--- src/sv/message_packet_segmenter_assert.svh ---
// Assertion macros shared by the segmenter RTL.
`ifndef MESSAGE_PACKET_SEGMENTER_ASSERT_SVH
`define MESSAGE_PACKET_SEGMENTER_ASSERT_SVH

// Same-cycle implication, checked outside reset.
`define MPS_ASSERT_NOW(label, clk, rst_n, ante, cons) \
    label: assert property (@(posedge clk) disable iff (!(rst_n)) (ante) |-> (cons)) \
        else $error("segmenter assertion failed");

// Next-cycle implication, checked outside reset.
`define MPS_ASSERT_NEXT(label, clk, rst_n, ante, cons) \
    label: assert property (@(posedge clk) disable iff (!(rst_n)) (ante) |=> (cons)) \
        else $error("segmenter assertion failed");

`endif

--- src/sv/mps_pkg.sv ---
// Types and constants of the message packet segmenter.
`timescale 1ns / 1ps

package mps_pkg;

    localparam logic       ACT_START  = 1'b0;
    localparam logic       ACT_DATA   = 1'b1;

    localparam logic [7:0] TYPE_START = 8'h0A;
    localparam logic [7:0] TYPE_CONT  = 8'h0B;
    localparam logic [7:0] TYPE_END   = 8'h0C;

    localparam logic [1:0] IDX_HTYPE  = 2'd0;
    localparam logic [1:0] IDX_HLEN   = 2'd1;
    localparam logic [1:0] IDX_LAST   = 2'd2;

    typedef struct packed {
        logic [7:0] out_byte;
        logic       is_header;
        logic       end_of_item;
        logic       end_of_message;
        logic [4:0] packet_count;
    } t_result;

    // Results of one input transaction, entries first..IDX_LAST are valid.
    typedef struct packed {
        logic        load;
        logic [1:0]  first;
        t_result [2:0] ent;
    } t_group;

endpackage

--- src/sv/mps_if.sv ---
// Valid/ready channel interfaces for segmenter input and output transactions.
`timescale 1ns / 1ps

interface mps_in_if;
    logic        valid;
    logic        ready;
    logic        action;
    logic [15:0] msg_length;
    logic [7:0]  data_byte;

    modport source (output valid, output action, output msg_length, output data_byte,
                    input ready);
    modport sink   (input valid, input action, input msg_length, input data_byte,
                    output ready);
endinterface

interface mps_out_if;
    logic       valid;
    logic       ready;
    logic [7:0] out_byte;
    logic       is_header;
    logic       end_of_item;
    logic       end_of_message;
    logic [4:0] packet_count;

    modport source (output valid, output out_byte, output is_header, output end_of_item,
                    output end_of_message, output packet_count, input ready);
    modport sink   (input valid, input out_byte, input is_header, input end_of_item,
                    input end_of_message, input packet_count, output ready);
endinterface

--- src/sv/message_packet_segmenter.sv ---
// Message packet segmenter top level.
// Latency: results of an input transaction appear the cycle after it is accepted.
// Throughput: one result per cycle while o_out.ready is high; a data byte opening a packet
// gives three results, other data bytes one, held off by the single result group register.
// Reset: i_rst_n synchronous active low, closes any open message and drops pending results.
`timescale 1ns / 1ps

module message_packet_segmenter #(
    parameter int PAYLOAD_PER_PACKET = 22,
    parameter int MAX_PACKETS        = 20
) (
    input  logic     i_clk,
    input  logic     i_rst_n,
    mps_in_if.sink   i_in,
    mps_out_if.source o_out
);
    import mps_pkg::*;

    t_group w_grp;
    logic   w_can_load;
    logic   w_fire;

    assign i_in.ready = w_can_load;
    assign w_fire     = i_in.valid && w_can_load;

    mps_core #(
        .PAYLOAD_PER_PACKET(PAYLOAD_PER_PACKET),
        .MAX_PACKETS       (MAX_PACKETS)
    ) u_core (
        .i_clk       (i_clk),
        .i_rst_n     (i_rst_n),
        .i_fire      (w_fire),
        .i_action    (i_in.action),
        .i_msg_length(i_in.msg_length),
        .i_data_byte (i_in.data_byte),
        .o_grp       (w_grp)
    );

    mps_serializer u_ser (
        .i_clk     (i_clk),
        .i_rst_n   (i_rst_n),
        .i_grp     (w_grp),
        .o_can_load(w_can_load),
        .o_out     (o_out)
    );

endmodule

--- src/sv/mps_core.sv ---
// Segmentation state and per-transaction result group computation.
`timescale 1ns / 1ps

module mps_core #(
    parameter int PAYLOAD_PER_PACKET = 22,
    parameter int MAX_PACKETS        = 20
) (
    input  logic            i_clk,
    input  logic            i_rst_n,
    input  logic            i_fire,
    input  logic            i_action,
    input  logic [15:0]     i_msg_length,
    input  logic [7:0]      i_data_byte,
    output mps_pkg::t_group o_grp
);
    import mps_pkg::*;
    `include "message_packet_segmenter_assert.svh"

    localparam int LIMIT = PAYLOAD_PER_PACKET * MAX_PACKETS;
    localparam int LW    = $clog2(LIMIT + 1);
    localparam int PW    = (PAYLOAD_PER_PACKET > 1) ? $clog2(PAYLOAD_PER_PACKET) : 1;
    localparam int PW1   = PW + 1;
    localparam int IW    = $clog2(MAX_PACKETS + 1);

    logic [LW-1:0] r_bytes_left, n_bytes_left;
    logic [PW-1:0] r_pos, n_pos;
    logic [IW-1:0] r_idx, n_idx;
    logic          r_open, n_open;

    logic [15:0]   len_c;
    logic          hdr;
    logic          last_pkt;
    logic [PW1-1:0] pos_inc;
    logic [IW-1:0] idx_inc;
    logic [LW-1:0] bl_dec;

    assign len_c    = (i_msg_length > 16'(LIMIT)) ? 16'(LIMIT) : i_msg_length;
    assign hdr      = (r_pos == '0);
    assign last_pkt = (r_bytes_left <= LW'(PAYLOAD_PER_PACKET));
    assign pos_inc  = {1'b0, r_pos} + PW1'(1);
    assign idx_inc  = r_idx + IW'(hdr);
    assign bl_dec   = r_bytes_left - LW'(1);

    always_comb begin
        n_bytes_left = r_bytes_left;
        n_pos        = r_pos;
        n_idx        = r_idx;
        n_open       = r_open;
        o_grp        = '0;
        o_grp.first  = IDX_LAST;
        if (i_fire) begin
            if (i_action == ACT_START) begin
                n_pos        = '0;
                n_idx        = '0;
                n_bytes_left = LW'(len_c);
                n_open       = (len_c != 16'd0);
                if (len_c == 16'd0) begin
                    o_grp.load = 1'b1;
                    o_grp.first = IDX_HLEN;
                    o_grp.ent[IDX_HLEN].out_byte       = TYPE_END;
                    o_grp.ent[IDX_HLEN].is_header      = 1'b1;
                    o_grp.ent[IDX_LAST].is_header      = 1'b1;
                    o_grp.ent[IDX_LAST].end_of_item    = 1'b1;
                    o_grp.ent[IDX_LAST].end_of_message = 1'b1;
                    o_grp.ent[IDX_LAST].packet_count   = 5'd1;
                end
            end else if (r_open && (r_bytes_left != '0)) begin
                o_grp.load = 1'b1;
                if (hdr) begin
                    o_grp.first = IDX_HTYPE;
                    o_grp.ent[IDX_HTYPE].is_header = 1'b1;
                    o_grp.ent[IDX_HLEN].is_header  = 1'b1;
                    if (last_pkt) begin
                        o_grp.ent[IDX_HTYPE].out_byte = TYPE_END;
                        o_grp.ent[IDX_HLEN].out_byte  = 8'(r_bytes_left);
                    end else begin
                        o_grp.ent[IDX_HTYPE].out_byte = (r_idx == '0) ? TYPE_START : TYPE_CONT;
                        o_grp.ent[IDX_HLEN].out_byte  = 8'(PAYLOAD_PER_PACKET);
                    end
                end
                n_idx        = idx_inc;
                n_bytes_left = bl_dec;
                n_pos        = (pos_inc >= PW1'(PAYLOAD_PER_PACKET)) ? '0 : PW'(pos_inc);
                o_grp.ent[IDX_LAST].out_byte    = i_data_byte;
                o_grp.ent[IDX_LAST].end_of_item = 1'b1;
                if (bl_dec == '0) begin
                    o_grp.ent[IDX_LAST].end_of_message = 1'b1;
                    o_grp.ent[IDX_LAST].packet_count   = 5'(idx_inc);
                    n_open = 1'b0;
                    n_pos  = '0;
                end
            end
        end
    end

    always_ff @(posedge i_clk) begin
        if (!i_rst_n) begin
            r_bytes_left <= '0;
            r_pos        <= '0;
            r_idx        <= '0;
            r_open       <= 1'b0;
        end else begin
            r_bytes_left <= n_bytes_left;
            r_pos        <= n_pos;
            r_idx        <= n_idx;
            r_open       <= n_open;
        end
    end

    // an open message always has bytes outstanding
    `MPS_ASSERT_NOW(a_open_has_bytes, i_clk, i_rst_n, r_open, r_bytes_left != '0)

endmodule

--- src/sv/mps_serializer.sv ---
// Result group register, emits one result per output transaction.
`timescale 1ns / 1ps

module mps_serializer (
    input  logic            i_clk,
    input  logic            i_rst_n,
    input  mps_pkg::t_group i_grp,
    output logic            o_can_load,
    mps_out_if.source       o_out
);
    import mps_pkg::*;
    `include "message_packet_segmenter_assert.svh"

    logic          r_busy, n_busy;
    logic [1:0]    r_idx, n_idx;
    t_result [2:0] r_ent;
    t_result       cur;
    logic          pop;

    assign cur        = r_ent[r_idx];
    assign pop        = r_busy && o_out.ready;
    assign o_can_load = !r_busy || (o_out.ready && (r_idx == IDX_LAST));

    assign o_out.valid          = r_busy;
    assign o_out.out_byte       = cur.out_byte;
    assign o_out.is_header      = cur.is_header;
    assign o_out.end_of_item    = cur.end_of_item;
    assign o_out.end_of_message = cur.end_of_message;
    assign o_out.packet_count   = cur.packet_count;

    always_comb begin
        n_busy = r_busy;
        n_idx  = r_idx;
        if (i_grp.load) begin
            n_busy = 1'b1;
            n_idx  = i_grp.first;
        end else if (pop) begin
            if (r_idx == IDX_LAST) begin
                n_busy = 1'b0;
            end else begin
                n_idx = r_idx + 2'd1;
            end
        end
    end

    always_ff @(posedge i_clk) begin
        if (!i_rst_n) begin
            r_busy <= 1'b0;
            r_idx  <= IDX_LAST;
        end else begin
            r_busy <= n_busy;
            r_idx  <= n_idx;
        end
    end

    always_ff @(posedge i_clk) begin
        if (i_grp.load) begin
            r_ent <= i_grp.ent;
        end
    end

    // payload bytes are always the last result of a transaction
    `MPS_ASSERT_NOW(a_data_ends_item, i_clk, i_rst_n, r_busy && !cur.is_header,
        cur.end_of_item)
    `MPS_ASSERT_NOW(a_count_on_eom, i_clk, i_rst_n, r_busy && (cur.packet_count != 5'd0),
        cur.end_of_message && cur.end_of_item)
    // a stalled group does not advance
    `MPS_ASSERT_NEXT(a_stall_holds, i_clk, i_rst_n, r_busy && !o_out.ready,
        r_busy && $stable(r_idx))

endmodule
--- src/flat_wrapper.sv ---
// flat-port wrapper written by rule: the top's interface ports become plain ports
module message_packet_segmenter_flat import mps_pkg::*;
#(
    parameter int PAYLOAD_PER_PACKET = 22,
    parameter int MAX_PACKETS        = 20
)
  (i_clk, i_rst_n, i_in_valid, i_in_action, i_in_msg_length, i_in_data_byte, i_in_ready, o_out_valid, o_out_out_byte, o_out_is_header, o_out_end_of_item, o_out_end_of_message, o_out_packet_count, o_out_ready);
  mps_in_if i_in_i ();
  mps_out_if o_out_i ();
  input  logic i_clk;
  input  logic i_rst_n;
  input wire logic [$bits(i_in_i.valid)-1:0] i_in_valid;
  input wire logic [$bits(i_in_i.action)-1:0] i_in_action;
  input wire logic [$bits(i_in_i.msg_length)-1:0] i_in_msg_length;
  input wire logic [$bits(i_in_i.data_byte)-1:0] i_in_data_byte;
  output wire logic [$bits(i_in_i.ready)-1:0] i_in_ready;
  output wire logic [$bits(o_out_i.valid)-1:0] o_out_valid;
  output wire logic [$bits(o_out_i.out_byte)-1:0] o_out_out_byte;
  output wire logic [$bits(o_out_i.is_header)-1:0] o_out_is_header;
  output wire logic [$bits(o_out_i.end_of_item)-1:0] o_out_end_of_item;
  output wire logic [$bits(o_out_i.end_of_message)-1:0] o_out_end_of_message;
  output wire logic [$bits(o_out_i.packet_count)-1:0] o_out_packet_count;
  input wire logic [$bits(o_out_i.ready)-1:0] o_out_ready;
  assign i_in_i.valid = i_in_valid;
  assign i_in_i.action = i_in_action;
  assign i_in_i.msg_length = i_in_msg_length;
  assign i_in_i.data_byte = i_in_data_byte;
  assign i_in_ready = i_in_i.ready;
  assign o_out_valid = o_out_i.valid;
  assign o_out_out_byte = o_out_i.out_byte;
  assign o_out_is_header = o_out_i.is_header;
  assign o_out_end_of_item = o_out_i.end_of_item;
  assign o_out_end_of_message = o_out_i.end_of_message;
  assign o_out_packet_count = o_out_i.packet_count;
  assign o_out_i.ready = o_out_ready;
  message_packet_segmenter #(.PAYLOAD_PER_PACKET(PAYLOAD_PER_PACKET), .MAX_PACKETS(MAX_PACKETS)) u_core (.i_clk(i_clk), .i_rst_n(i_rst_n), .i_in(i_in_i), .o_out(o_out_i));
endmodule
--- config.mk ---
export PLATFORM = sky130hd
export DESIGN_NAME = message_packet_segmenter_flat
export DESIGN_NICKNAME = d
export VERILOG_FILES = /design/src/sv/mps_pkg.sv /design/src/sv/mps_if.sv /design/src/sv/message_packet_segmenter.sv /design/src/sv/mps_core.sv /design/src/sv/mps_serializer.sv /design/src/flat_wrapper.sv
export VERILOG_INCLUDE_DIRS = /design/src /design/src/sv
export SDC_FILE = /design/constraint.sdc
export NUM_CORES = 1
export LEC_CHECK = 0
export ABC_AREA = 0
export ABC_CLOCK_PERIOD_IN_PS = 3700
export BUFFER_PORTS_ARGS = -buffer_cell sky130_fd_sc_hd__buf_2
export CAP_MARGIN = 10
export CORE_ASPECT_RATIO = 1.5
export CORE_MARGIN = 8
export CORE_UTILIZATION = 45
export CTS_BUF_LIST = sky130_fd_sc_hd__clkbuf_2 sky130_fd_sc_hd__clkbuf_4 sky130_fd_sc_hd__clkbuf_8
export CTS_CLUSTER_DIAMETER = 200
export DETAILED_ROUTE_END_ITERATION = 8
export PLACE_DENSITY = 0.67
export SLEW_MARGIN = 25
export SYNTH_ARGS = -nofsm -noshare
export SYNTH_HDL_FRONTEND = slang
export SYNTH_SLANG_ARGS = --single-unit
--- constraint.sdc ---
create_clock -name i_clk -period 3.7 [get_ports i_clk]
set_input_delay 0.555 -clock i_clk [delete_from_list [all_inputs] [get_ports i_clk]]
set_output_delay 0.555 -clock i_clk [all_outputs]
set_load 0.1 [all_outputs]
==> out/qor.txt <==
Worst Tran Pin Value - 0.937 ns
First-pass GRT wire length - 10,900 µm
Synth Area in Simple Gates - 22.7%
Initial Util - 45.7%
Worst-path cell chain - nor2b_1 > nand2_1 > o21ai_0 > buf_2
CP max stage cell - nor2b_1
Hold Fails Final Rpt - 0
Max-slew headroom - 37.4%
Remaining Overflow, GRT - 0
Post-synth ARST share - 0%
Cts hold-fix bufs - 0
Post-Layout Cell Count - 421
Compound-cell area share of the yosys netlist - 17.4%
Antenna diodes - 0
Fill cells - 628
Post-CTS setup buffer count - 0
Layout Skew - 0.00577 ns
Cells after Synth - 301
Most used flip-flop cell after synthesis - edfxtp_1
Layout cell share with drive strength beyond 1 - 21.7%
Area growth syn-to-layout - 12.2%
Pwr dens - 372 nW/µm²
Post-synth EDFFs - 30
Area contributors post-synth - edfxtp_1, dfxtp_1, and2_1
CP Capture Type - output pin
Max frequency - 356 MHz
Vias/cell - 5.54
Max_cap viols - 0
CTS Sinks - 53
Gr usage total - 14.4%
Min Tclk post-route - 2.81 ns
Peak supply drop - 0.000174 V
WP data required - 3.14 ns
Leakage - 1.25 nW
Chip Height - 115 µm
Area share of the largest cell type after synthesis - 30.8%
Detail Route Antenna Nets - 0
Die area - 9380 µm²
Synth Area in XOR/XNOR - 2.10%
Final worst setup slack - 0.890 ns
Max FO, Critical Path - 16
Largest family of logic cells by synthesized area - simple AND/OR/NAND/NOR gates
Worst-case clock buffer depth - 2
Htree depth - 2
Mean instance size in the synthesized netlist - 9.70 µm²
Critical Path AT - 2.26 ns
DP Cell Count - 413
Root Driver - clkbuf_8
Clock tree from TritonCTS - done
Vias in the first global route - 2,374
Core area - 6400 µm²
Startpoint types - flop
Synth top cells by count - edfxtp_1, nand2_1, dfxtp_1
Unrepaired setup endpoints after global routing - false
Hold WC Path Type - flop to flop
First-pass iteration count of the detailed router - 5
Die W - 81.8 µm
Cell taking the most area after synthesis - edfxtp_1
DP HPWL - 4850 µm
Clock Latency Late Sink - 0.31 ns
Pins over their slew limit - 0
CTS clk-pin slew, worst paths - 0.09 ns
Setup TNS - 0 ns
Seq/Total Area, Yosys - 46.6%
Worst slack, placed - 1.02 ns
Drc violations - 0
RePlAce Congestion - 0.834
Adder-Cell Fraction of Synth Area - 3.86%
Layout net count - 382
Resized Gates After CTS - 0
Syn. warnings - 0
Core Util, Final - 51.2%
Setup CP Type - flop to output pin
Final Setup Violations - 0
Largest net degree at the start of global routing - 24
CTS buffer count - 5
Status - finished clean
Routed wire length - 6390 µm
I/O pin total - 47
Flops & latches, synth - 53
Via count - 2,333
Row count - 36
Top-count cell post-synth - edfxtp_1
Port bufs - 46
Antenna violations before repair - 0
DRC violation total after the first TritonRoute iteration - 201
CP max stage delay - 0.79 ns
Mux contribution to synthesized area - 2.06%
Post-Syn Area - 2920 µm²
Drt wl/cell - 15.2 µm
Tcrit/Tclk final - 76.0%
Count of different cell masters after synthesis - 62
## per-stage QoR
step | hold slack, ns | total power, W | area, µm²
after global routing | 0.509 | 0.00127 | 3280
final | 0.477 | 0.00122 | 3280
after global placement | 0.468 | 0.000898 | 3180
after CTS | 0.477 | 0.00123 | 3280
after floorplan | 0.449 | 0.000848 | 2930
after detailed placement | 0.464 | 0.000901 | 3180
## worst max-delay path, delay by kind of cell (launching register included)
family                 cells  cell delay [ns]
AO/OA/AOI/OAI              1             0.11
buffers and inverters      1             0.46
flip-flops                 1             0.48
AND/OR/NAND/NOR            2             0.89
## final timing paths
path	from	to	slack (ns)	cells past startpoint
max	u_core.u_ser.r_idx[1]	o_out_out_byte[2]	0.89	4
min	u_core.u_core.r_idx[0]	u_core.u_core.r_idx[0]	0.48	2
max reg2reg	u_core.u_core.r_bytes_left[0]	u_core.u_core.r_pos[4]	1.13	8
min reg2reg	u_core.u_core.r_idx[0]	u_core.u_core.r_idx[0]	0.48	2
## cell families (layout without fill, tap and decap cells)
group / count (synthesis) / in the layout
AND/OR/NAND/NOR: 124 / 124
AO/OA/AOI/OAI: 70 / 70
flip-flops: 53 / 53
buffers and inverters: 31 / 73
adder cells (fa/ha/maj): 9 / 9
XOR/XNOR: 7 / 7
multiplexers: 6 / 6
other: 1 / 3
## layout by cell type, fill, tap and decap left out, types with 5 or more instances in the layout
master	instances
mux2i_1	6
and2_1	18
nor3_1	12
o21ai_0	15
nor2_1	22
dfxtp_1	23
nor4_1	5
a21oi_1	17
nand2_1	29
edfxtp_1	30
buf_2	46
nand4_1	7
ha_1	9
clkbuf_8	5
nand3_1	7
inv_1	14
## state kept, by name, summed over array words and instances, names as in the netlist
| register | count |
|---|---|
| u_core.u_core.r_idx | 5 |
| u_core.u_ser.r_idx | 2 |
| u_core.u_ser.r_ent | 30 |
| u_core.u_core.r_pos | 5 |
| u_core.u_core.r_open | 1 |
| u_core.u_core.r_bytes_left | 9 |
| u_core.u_ser.o_out.valid | 1 |
## routing by layer
metal | GRT usage [%] | part of all wire [%] | vias up | wire (µm)
met4 | 4.82 | 1.5 | 0 | 95
met1 | 16.5 | 42 | 1080 | 2670
li1 | - | - | 1180 | -
met5 | 0 | 0 | - | 0
met3 | 2.59 | 5.1 | 7 | 326
met2 | 25.7 | 52 | 66 | 3300
## final cells by class
| type | instances | area, µm² | share of cell area (%) |
|---|---|---|---|
| inverter | 16 | 60.1 | 1.83 |
| clock buffer | 6 | 76.3 | 2.33 |
| sequential | 53 | 1360 | 41.6 |
| multi-input combinational | 219 | 1420 | 43.2 |
| timing repair buffer | 49 | 253 | 7.72 |
| clock inverter | 2 | 15.0 | 0.458 |
| tap | 76 | 95.1 | 2.90 |
## power breakdown
part           internal [W]  total, W  switching (W)  leakage, nW
combinational     0.0000711  0.000230       0.000159        0.761
clock              0.000141  0.000331       0.000190       0.0408
sequential         0.000637  0.000657      0.0000201        0.451
No activity file was read; power rests on OpenSTA's default activity.
